**src/hw/rtl/zcwe_pkg.sv**
```systemverilog
// Shared types and constants for the zero-crossing wave extractor.
package zcwe_pkg;

	localparam int unsigned TIME_W = 32;
	// sample times are used as plain integers, so the fraction width changes no result
	localparam int unsigned TIME_FRAC_BITS = 16;

	typedef enum logic [4:0] {
		ST_IDLE = 5'b00001,
		ST_NT   = 5'b00010,
		ST_VR   = 5'b00100,
		ST_HR   = 5'b01000,
		ST_OUT  = 5'b10000
	} state_t;

	typedef enum logic [1:0] {
		DSEL_NT = 2'd0,
		DSEL_VR = 2'd1,
		DSEL_HR = 2'd2
	} dsel_t;

	typedef struct packed {
		logic  capture;
		logic  div_start;
		dsel_t div_sel;
		logic  commit;
		logic  out_load;
	} zcwe_cmd_t;

	typedef struct packed {
		logic crossing;
		logic emit;
		logic div_done;
	} zcwe_sts_t;

endpackage

```
**src/hw/rtl/zcwe_div.sv**
```systemverilog
// Restoring divider, one quotient bit per cycle.
module zcwe_div #(
	parameter int unsigned N_W = 64,
	parameter int unsigned D_W = 33
) (
	input  logic           clk,
	input  logic           arst_n,
	input  logic           start,
	input  logic [N_W-1:0] num,
	input  logic [D_W-1:0] den,
	output logic           done,
	output logic [N_W-1:0] quo
);
	localparam int unsigned CNT_W = $clog2(N_W + 1);

	logic [N_W-1:0] quo_q;
	logic [D_W:0] rem_q;
	logic [D_W-1:0] den_q;
	logic [CNT_W-1:0] cnt_q;
	logic busy_q;
	logic [D_W:0] rem_sh;
	logic [D_W:0] rem_sub;

	assign rem_sh = {rem_q[D_W-1:0], quo_q[N_W-1]};
	assign rem_sub = rem_sh - {1'b0, den_q};

	always_ff @(posedge clk or negedge arst_n) begin
		if (!arst_n) begin
			busy_q <= 1'b0;
			cnt_q <= '0;
			done <= 1'b0;
		end else begin
			done <= 1'b0;
			if (start) begin
				busy_q <= 1'b1;
				cnt_q <= CNT_W'(N_W);
			end else if (busy_q) begin
				cnt_q <= cnt_q - 1'b1;
				if (cnt_q == CNT_W'(1)) begin
					busy_q <= 1'b0;
					done <= 1'b1;
				end
			end
		end
	end

	always_ff @(posedge clk) begin
		if (start) begin
			quo_q <= num;
			rem_q <= '0;
			den_q <= den;
		end else if (busy_q) begin
			if (!rem_sub[D_W]) begin
				rem_q <= rem_sub;
				quo_q <= {quo_q[N_W-2:0], 1'b1};
			end else begin
				rem_q <= rem_sh;
				quo_q <= {quo_q[N_W-2:0], 1'b0};
			end
		end
	end

	assign quo = quo_q;
endmodule

```
**src/hw/rtl/zcwe_datapath.sv**
```systemverilog
// Datapath: sample history, half-wave peaks, null times, divider and result register.
module zcwe_datapath #(
	parameter int unsigned SAMPLE_BITS = 16,
	parameter int unsigned RATIO_FRAC_BITS = 8
) (
	input  logic                         clk,
	input  logic                         arst_n,
	input  zcwe_pkg::zcwe_cmd_t          cmd,
	output zcwe_pkg::zcwe_sts_t          sts,
	input  logic [31:0]                  sample_time,
	input  logic signed [SAMPLE_BITS-1:0] sample_value,
	input  logic                         end_of_record,
	output logic                         crossing_kind,
	output logic [31:0]                  start_time,
	output logic [31:0]                  middle_time,
	output logic [31:0]                  end_time,
	output logic [SAMPLE_BITS-2:0]       crest_value,
	output logic [SAMPLE_BITS-1:0]       trough_depth,
	output logic [SAMPLE_BITS-1:0]       wave_height,
	output logic [31:0]                  crest_time,
	output logic [31:0]                  trough_time,
	output logic [15:0]                  vertical_ratio,
	output logic [15:0]                  horizontal_ratio
);
	import zcwe_pkg::*;

	localparam int unsigned SB = SAMPLE_BITS;
	localparam int unsigned MAG_W = SB + 1;
	localparam int unsigned NUM_W = (MAG_W > RATIO_FRAC_BITS) ? 33 + MAG_W
		: 33 + RATIO_FRAC_BITS;
	localparam int unsigned DEN_W = 33;

	logic [31:0] last_time_q, old_nt_q, rec_nt_q, t_q;
	logic signed [SB-1:0] last_value_q, v_q;
	logic have_last_q, eor_q;
	logic [1:0] seen_q;
	logic signed [SB-1:0] pmax_q, pmin_q, cmax_q, cmin_q;
	logic [31:0] pmax_t_q, pmin_t_q, cmax_t_q, cmin_t_q;
	logic [31:0] nt_q;
	logic [15:0] vr_q;

	logic [MAG_W-1:0] mag_a, mag_b;
	logic [32:0] delta;
	logic [32:0] delta_mag;
	logic [NUM_W-1:0] prod;
	logic [NUM_W-1:0] div_num;
	logic [DEN_W-1:0] div_den;
	logic div_done;
	logic [NUM_W-1:0] div_quo;
	logic [31:0] nt_new;

	logic signed [SB-1:0] crest_s, low_s;
	logic [31:0] crest_t, low_t;
	logic [SB-1:0] cv, td;
	logic signed [32:0] d1, d2;

	assign mag_a = last_value_q[SB-1] ? MAG_W'(-$signed({last_value_q[SB-1], last_value_q}))
		: MAG_W'({1'b0, last_value_q});
	assign mag_b = v_q[SB-1] ? MAG_W'(-$signed({v_q[SB-1], v_q})) : MAG_W'({1'b0, v_q});
	assign delta = {1'b0, t_q} - {1'b0, last_time_q};
	assign delta_mag = delta[32] ? -delta : delta;
	assign prod = NUM_W'(delta_mag) * NUM_W'(mag_a);
	assign nt_new = delta[32] ? last_time_q - div_quo[31:0] : last_time_q + div_quo[31:0];

	assign crest_s = (cmax_q > pmax_q) ? cmax_q : pmax_q;
	assign crest_t = (cmax_q > pmax_q) ? cmax_t_q : pmax_t_q;
	assign low_s = (cmin_q < pmin_q) ? cmin_q : pmin_q;
	assign low_t = (cmin_q < pmin_q) ? cmin_t_q : pmin_t_q;
	assign cv = crest_s;
	assign td = SB'(-low_s);
	assign d1 = $signed({1'b0, rec_nt_q}) - $signed({1'b0, old_nt_q});
	assign d2 = $signed({1'b0, nt_q}) - $signed({1'b0, rec_nt_q});

	always_comb begin
		div_num = '0;
		div_den = '0;
		case (cmd.div_sel)
			DSEL_NT: begin
				div_num = prod;
				div_den = DEN_W'(mag_a) + DEN_W'(mag_b);
			end
			DSEL_VR: begin
				div_num = NUM_W'(cv) << RATIO_FRAC_BITS;
				div_den = DEN_W'(td);
			end
			DSEL_HR: begin
				div_num = NUM_W'(d1[31:0]) << RATIO_FRAC_BITS;
				div_den = DEN_W'(d2[31:0]);
			end
			default: ;
		endcase
	end

	zcwe_div #(.N_W(NUM_W), .D_W(DEN_W)) u_div (
		.clk(clk), .arst_n(arst_n), .start(cmd.div_start),
		.num(div_num), .den(div_den), .done(div_done), .quo(div_quo)
	);

	assign sts.crossing = have_last_q && ((last_value_q > 0 && v_q < 0) ||
		(last_value_q < 0 && v_q > 0));
	assign sts.emit = seen_q == 2'd2;
	assign sts.div_done = div_done;

	always_ff @(posedge clk) begin
		if (cmd.capture) begin
			t_q <= sample_time;
			v_q <= sample_value;
			eor_q <= end_of_record;
		end
		if (div_done && cmd.div_sel == DSEL_NT)
			nt_q <= nt_new;
		if (div_done && cmd.div_sel == DSEL_VR)
			vr_q <= (td == '0) ? 16'hFFFF : ((|div_quo[NUM_W-1:16]) ? 16'hFFFF : div_quo[15:0]);
		if (cmd.out_load) begin
			crossing_kind <= !(last_value_q > 0);
			start_time <= old_nt_q;
			middle_time <= rec_nt_q;
			end_time <= nt_q;
			crest_value <= cv[SB-2:0];
			trough_depth <= td;
			wave_height <= cv + td;
			crest_time <= crest_t;
			trough_time <= low_t;
			vertical_ratio <= vr_q;
			if (d1 <= 0)
				horizontal_ratio <= 16'h0;
			else if (d2 <= 0)
				horizontal_ratio <= 16'hFFFF;
			else
				horizontal_ratio <= (|div_quo[NUM_W-1:16]) ? 16'hFFFF : div_quo[15:0];
		end
	end

	always_ff @(posedge clk or negedge arst_n) begin
		if (!arst_n) begin
			last_time_q <= '0; last_value_q <= '0; have_last_q <= 1'b0; seen_q <= '0;
			old_nt_q <= '0; rec_nt_q <= '0;
			pmax_q <= '0; pmin_q <= '0; cmax_q <= '0; cmin_q <= '0;
			pmax_t_q <= '0; pmin_t_q <= '0; cmax_t_q <= '0; cmin_t_q <= '0;
		end else if (cmd.commit) begin
			if (eor_q) begin
				last_time_q <= '0; last_value_q <= '0; have_last_q <= 1'b0; seen_q <= '0;
				old_nt_q <= '0; rec_nt_q <= '0;
				pmax_q <= '0; pmin_q <= '0; cmax_q <= '0; cmin_q <= '0;
				pmax_t_q <= '0; pmin_t_q <= '0; cmax_t_q <= '0; cmin_t_q <= '0;
			end else begin
				last_time_q <= t_q;
				last_value_q <= v_q;
				have_last_q <= 1'b1;
				if (sts.crossing) begin
					old_nt_q <= rec_nt_q;
					// a commit while the null-time division signals done takes the fresh quotient
					rec_nt_q <= (div_done && cmd.div_sel == DSEL_NT) ? nt_new : nt_q;
					pmax_q <= cmax_q; pmax_t_q <= cmax_t_q;
					pmin_q <= cmin_q; pmin_t_q <= cmin_t_q;
					if (seen_q != 2'd2) seen_q <= seen_q + 1'b1;
					cmax_q <= (v_q > 0) ? v_q : '0;
					cmax_t_q <= (v_q > 0) ? t_q : '0;
					cmin_q <= (v_q < 0) ? v_q : '0;
					cmin_t_q <= (v_q < 0) ? t_q : '0;
				end else begin
					if (v_q > cmax_q) begin cmax_q <= v_q; cmax_t_q <= t_q; end
					if (v_q < cmin_q) begin cmin_q <= v_q; cmin_t_q <= t_q; end
				end
			end
		end
	end
endmodule

```
**src/hw/rtl/zcwe_ctrl.sv**
```systemverilog
// Control state machine sequencing capture, divisions, commit and output.
module zcwe_ctrl (
	input  logic                clk,
	input  logic                arst_n,
	input  logic                in_fire,
	output logic                in_ready,
	output logic                out_valid,
	input  logic                out_ready,
	input  zcwe_pkg::zcwe_sts_t sts,
	output zcwe_pkg::zcwe_cmd_t cmd
);
	import zcwe_pkg::*;

	state_t state_q;
	dsel_t sel_q;
	logic go_q;
	logic outv_q;

	assign in_ready = state_q == ST_IDLE;
	assign out_valid = outv_q;

	always_comb begin
		cmd = '0;
		cmd.capture = in_fire;
		cmd.div_sel = sel_q;
		cmd.div_start = go_q;
		case (state_q)
			ST_NT: cmd.commit = !go_q && (!sts.crossing || (sts.div_done && !sts.emit));
			ST_HR: begin
				cmd.out_load = sts.div_done;
				cmd.commit = sts.div_done;
			end
			ST_VR: ;
			ST_IDLE: ;
			ST_OUT: ;
			default: ;
		endcase
	end

	always_ff @(posedge clk or negedge arst_n) begin
		if (!arst_n) begin
			state_q <= ST_IDLE;
			sel_q <= DSEL_NT;
			go_q <= 1'b0;
			outv_q <= 1'b0;
		end else begin
			go_q <= 1'b0;
			if (outv_q && out_ready) outv_q <= 1'b0;
			case (state_q)
				ST_IDLE: if (in_fire) begin
					state_q <= ST_NT;
					sel_q <= DSEL_NT;
					go_q <= 1'b1;
				end
				ST_NT: if (!go_q) begin
					if (!sts.crossing) state_q <= ST_IDLE;
					else if (sts.div_done) begin
						if (sts.emit) begin
							state_q <= ST_VR;
							sel_q <= DSEL_VR;
							go_q <= 1'b1;
						end else state_q <= ST_IDLE;
					end
				end
				ST_VR: if (sts.div_done) begin
					state_q <= ST_OUT;
					sel_q <= DSEL_HR;
				end
				ST_OUT: if (!outv_q || out_ready) begin
					state_q <= ST_HR;
					go_q <= 1'b1;
				end
				ST_HR: if (sts.div_done) begin
					outv_q <= 1'b1;
					state_q <= ST_IDLE;
				end
				default: state_q <= ST_IDLE;
			endcase
		end
	end
endmodule

```
**src/hw/rtl/zero_crossing_wave_extractor.sv**
```systemverilog
// Top level of the zero-crossing wave extractor.
// One sample per beat. A sample without a crossing does not wait for a division; a crossing
// takes one 50-step division for the null time, and a closing crossing two more (crest/trough
// ratio and half-period ratio), all run on the single shared bit-serial divider. The
// result sits in an output register, so the next sample is taken while a wave waits,
// but a following closing crossing holds until the earlier result has been taken.
module zero_crossing_wave_extractor #(
	parameter int unsigned SAMPLE_BITS = 16,
	parameter int unsigned RATIO_FRAC_BITS = 8
) (
	input  logic                          clk,
	input  logic                          arst_n,
	input  logic                          in_valid,
	output logic                          in_ready,
	input  logic [31:0]                   sample_time,
	input  logic signed [SAMPLE_BITS-1:0] sample_value,
	input  logic                          end_of_record,
	output logic                          out_valid,
	input  logic                          out_ready,
	output logic                          crossing_kind,
	output logic [31:0]                   start_time,
	output logic [31:0]                   middle_time,
	output logic [31:0]                   end_time,
	output logic [SAMPLE_BITS-2:0]        crest_value,
	output logic [SAMPLE_BITS-1:0]        trough_depth,
	output logic [SAMPLE_BITS-1:0]        wave_height,
	output logic [31:0]                   crest_time,
	output logic [31:0]                   trough_time,
	output logic [15:0]                   vertical_ratio,
	output logic [15:0]                   horizontal_ratio
);
	import zcwe_pkg::*;

	zcwe_cmd_t cmd;
	zcwe_sts_t sts;
	logic in_fire;

	assign in_fire = in_valid && in_ready;

	zcwe_ctrl u_ctrl (
		.clk(clk), .arst_n(arst_n), .in_fire(in_fire), .in_ready(in_ready),
		.out_valid(out_valid), .out_ready(out_ready), .sts(sts), .cmd(cmd)
	);

	zcwe_datapath #(.SAMPLE_BITS(SAMPLE_BITS), .RATIO_FRAC_BITS(RATIO_FRAC_BITS)) u_dp (
		.clk(clk), .arst_n(arst_n), .cmd(cmd), .sts(sts),
		.sample_time(sample_time), .sample_value(sample_value),
		.end_of_record(end_of_record),
		.crossing_kind(crossing_kind), .start_time(start_time),
		.middle_time(middle_time), .end_time(end_time), .crest_value(crest_value),
		.trough_depth(trough_depth), .wave_height(wave_height),
		.crest_time(crest_time), .trough_time(trough_time),
		.vertical_ratio(vertical_ratio), .horizontal_ratio(horizontal_ratio)
	);

	a_load_needs_room: assert property (@(posedge clk) disable iff (!arst_n)
		cmd.out_load |-> (!out_valid || out_ready))
		else $error("result overwritten");
	a_no_capture_busy: assert property (@(posedge clk) disable iff (!arst_n)
		cmd.capture |=> !in_ready)
		else $error("beat taken while busy");
	a_commit_once: assert property (@(posedge clk) disable iff (!arst_n)
		cmd.commit |=> !cmd.commit)
		else $error("double commit");
endmodule
```
**config.mk**
```make
export PLATFORM = sky130hd
export DESIGN_NAME = zero_crossing_wave_extractor
export DESIGN_NICKNAME = d
export VERILOG_FILES = /design/src/hw/rtl/zcwe_pkg.sv /design/src/hw/rtl/zcwe_div.sv /design/src/hw/rtl/zcwe_datapath.sv /design/src/hw/rtl/zcwe_ctrl.sv /design/src/hw/rtl/zero_crossing_wave_extractor.sv
export SDC_FILE = /design/constraint.sdc
export NUM_CORES = 2
export LEC_CHECK = 0
export BUFFER_PORTS_ARGS = -buffer_cell sky130_fd_sc_hd__buf_2
export CAP_MARGIN = 20
export CORE_AREA = 2 2 281 338
export CTS_BUF_LIST = sky130_fd_sc_hd__clkbuf_4 sky130_fd_sc_hd__clkbuf_8
export CTS_CLUSTER_SIZE = 20
export DETAILED_ROUTE_END_ITERATION = 12
export DIE_AREA = 0 0 283 340
export HOLD_SLACK_MARGIN = 0.1
export PLACE_DENSITY = 0.91
export SETUP_SLACK_MARGIN = 0.3
export SYNTH_ARGS = -nofsm -noshare
export SYNTH_HDL_FRONTEND = slang
export SYNTH_SLANG_ARGS = --single-unit
```
**constraint.sdc**
```tcl
create_clock -name clk -period 21 [get_ports clk]
set_input_delay 4.2 -clock clk [delete_from_list [all_inputs] [get_ports clk]]
set_output_delay 4.2 -clock clk [all_outputs]
set_load 0.02 [all_outputs]
```
==> impl_metrics.py <==
metrics = {
    "status": {
        "status": "finished clean",
    },
    "sta": {
        "fin_crit_ns": 11.82,
        "relSlewSlack": 0.0537,
        "fmax_mhz": 84.6,
        "setup_viol": 0,
        "post-route-period-util": 0.563,
        "rsz0062_at_grt": "no",
        "clock_skew_ns": 0.0825,
        "tightestPinTransition_ns": 1.42,
        "maxSlewViolCount": 0,
        "fin_setup_tns_ns": 0,
        "finalHoldViolCount": 0,
    },
    "route": {
        "firstDrtPassIters": 7,
        "route.detailed.drc": 0,
        "viasPerCell": 6.29,
        "post_drt_wl_per_cell_um": 24.7,
        "drt_iter0_drc": 5604,
        "ant_nets": 0,
        "via_count": 49200,
        "routed_wirelength_um": 193000,
    },
    "synthesis": {
        "ys_seq_area_frac": 0.351,
        "synth_area_um2": 59900,
        "synth_edf_count": 387,
        "synth-seq-cells": 776,
        "async_flop_share": 0.418,
        "avgSynthCellArea_um2": 9.75,
        "syn-instance-count": 6140,
        "synth_cell_types": 107,
        "synth-main-ff-cell": "edfxtp_1",
        "yosys_warnings": 0,
    },
    "place": {
        "placed_cell_area_um2": 63100,
        "io_buffers": 294,
        "gp_congestion": 1.04,
        "post-dp-hpwl_um": 144000,
    },
    "clock_network": {
        "htree_levels": 3,
        "postCtsSetupBuffers": 0,
        "path_clk_slew_ns": 0.08,
        "ctsHoldBuffers": 0,
        "clkLatencyLatePin_ns": 0.86,
        "cts_buffers": 117,
        "clock_sinks": 776,
        "cts_resized": 0,
        "clock_path_buffers": 3,
        "cts_root_buf": "clkbuf_8",
        "cts_tree": "done",
    },
    "grt": {
        "track_usage": 0.400,
        "antenna_found_initial": 23,
        "grt_max_degree": 155,
        "grt_pass1_vias": 49600,
        "overflow": 0,
        "grt_pass1_wl_um": 294000,
    },
    "floorplan": {
        "rows": 123,
        "die_w_um": 283,
        "initial_core_util": 0.643,
        "ios": 295,
        "core_um2": 93100,
        "die_y_um": 340,
        "fp.dieArea_um2": 96200,
    },
    "finish": {
        "syn2layout_area_growth_pct": 10.1,
        "num-fill-cells": 6739,
        "final_cell_mix": "inv_1 (825), nand2_1 (745), fa_1 (471)",
        "layout-drive-gt1-share": 0.117,
        "final_nets": 7361,
        "final_common_cell": "inv_1",
        "largest_register_ffs": 50,
        "seq_area_um2": 21000,
        "design_area_um2": 65900,
        "multi_input_area_um2": 35000,
    },
    "critical_path": {
        "criticalPathCategory": "reg -> reg",
        "path_max_fanout": 33,
        "slowest_delay_ns": 0.94,
        "cp_data_arrival_time_ns": 12.34,
        "crit_path_top_delay_cell": "xor2_1",
        "cp_data_required_time_ns": 21.52,
        "crit_path_end_kind": "flop",
        "startpoint_type": "flop",
        "crit_top_cell": "fa_1",
    },
    "worst_hold_path": {
        "hp-class": "reg -> reg",
    },
    "job": {
        "maxCapViolations": 0,
    },
}
==> final cells by class <==
cell class                 count  area share
multi-input combinational   4324       0.532
antenna                       12    0.000456
inverter                     830      0.0473
timing repair buffer         403      0.0353
sequential                   776       0.319
tap                         1250      0.0237
clock buffer                 167      0.0322
clock inverter                56      0.0103
==> metal layers <==
metal,global-route usage,vias up,part of all wire
li1,-,21400,-
met1,0.471,24000,0.35
met2,0.641,2961,0.46
met3,0.107,864,0.10
met4,0.282,16,0.084
met5,0,-,0.00059
==> cells in the mapped netlist (16+ instances only) <==
cell / count / area, um2
a211oi_1: 36 / 270
a21o_1: 100 / 751
a21oi_1: 269 / 1350
a22o_1: 193 / 1690
a311oi_1: 16 / 140
a31oi_1: 35 / 219
and2_1: 133 / 832
and3_1: 25 / 156
buf_2: 22 / 110
clkbuf_1: 203 / 762
dfrtp_1: 323 / 8080
dfxtp_1: 65 / 1300
edfxtp_1: 387 / 11600
fa_1: 471 / 9430
ha_1: 385 / 4820
inv_1: 827 / 3100
mux2_2: 69 / 777
mux2i_1: 25 / 250
nand2_1: 747 / 2800
nand2b_1: 93 / 582
nand3_1: 79 / 395
nand4_1: 28 / 175
nor2_1: 360 / 1350
nor2b_1: 50 / 313
nor3_1: 68 / 340
nor4_1: 29 / 181
o211ai_1: 25 / 188
o21a_1: 57 / 428
o21ai_0: 326 / 1630
o21bai_1: 28 / 210
o2bb2ai_1: 21 / 184
o31ai_1: 39 / 293
or3_1: 28 / 175
or4_1: 18 / 135
xnor2_1: 202 / 1770
xor2_1: 118 / 1030
==> through the flow <==
stage          setup WS [ns]  hold slack [ns]   util  std cells
6_report                9.18            0.419  0.708       7818
3_3_place_gp            9.77            0.401  0.677       7579
4_1_cts                 9.35            0.413  0.707       7804
2_1_floorplan          11.01            0.400      -       6173
3_5_place_dp            9.46            0.405  0.677       7581
5_1_grt                 8.53            0.427  0.708       7810
==> final timing paths <==
check	from	endpoint	slack (ns)	cells after the start
worst max-delay path	u_dp.t_q[0]	u_dp.u_div.quo[47]	9.18	38
worst min-delay path	u_dp.vr_q[13]	u_dp.vertical_ratio[13]	0.42	0
worst max register to register	u_dp.t_q[0]	u_dp.u_div.quo[47]	9.18	38
worst min register to register	u_dp.vr_q[13]	u_dp.vertical_ratio[13]	0.42	0
max in group asynchronous	arst_n	u_ctrl.go_q	15.96	2
min in group asynchronous	arst_n	u_dp.pmax_t_q[14]	3.39	1
==> cells by family after synthesis <==
kind of cell | Yosys count | share of synthesized area
flops | 776 | 0.351
buf+inv | 1073 | 0.0683
compound gates | 1285 | 0.144
other cells | 2 | 0.000125
simple gates | 1733 | 0.134
mux | 94 | 0.0172
xor+xnor | 321 | 0.0471
fa+ha+maj | 856 | 0.238
==> critical path: cells and delay by family, from the launching register on <==
family	cells	cell delay, ns
AO/OA/AOI/OAI	15	3.60
XOR/XNOR	2	1.09
adder cells (fa/ha/maj)	9	4.12
buffers and inverters	5	0.68
flip-flops	1	0.38
AND/OR/NAND/NOR	7	1.61
Power is not shown: default switching activity piles up to over one toggle a cycle in this logic, so the estimate is an artifact.
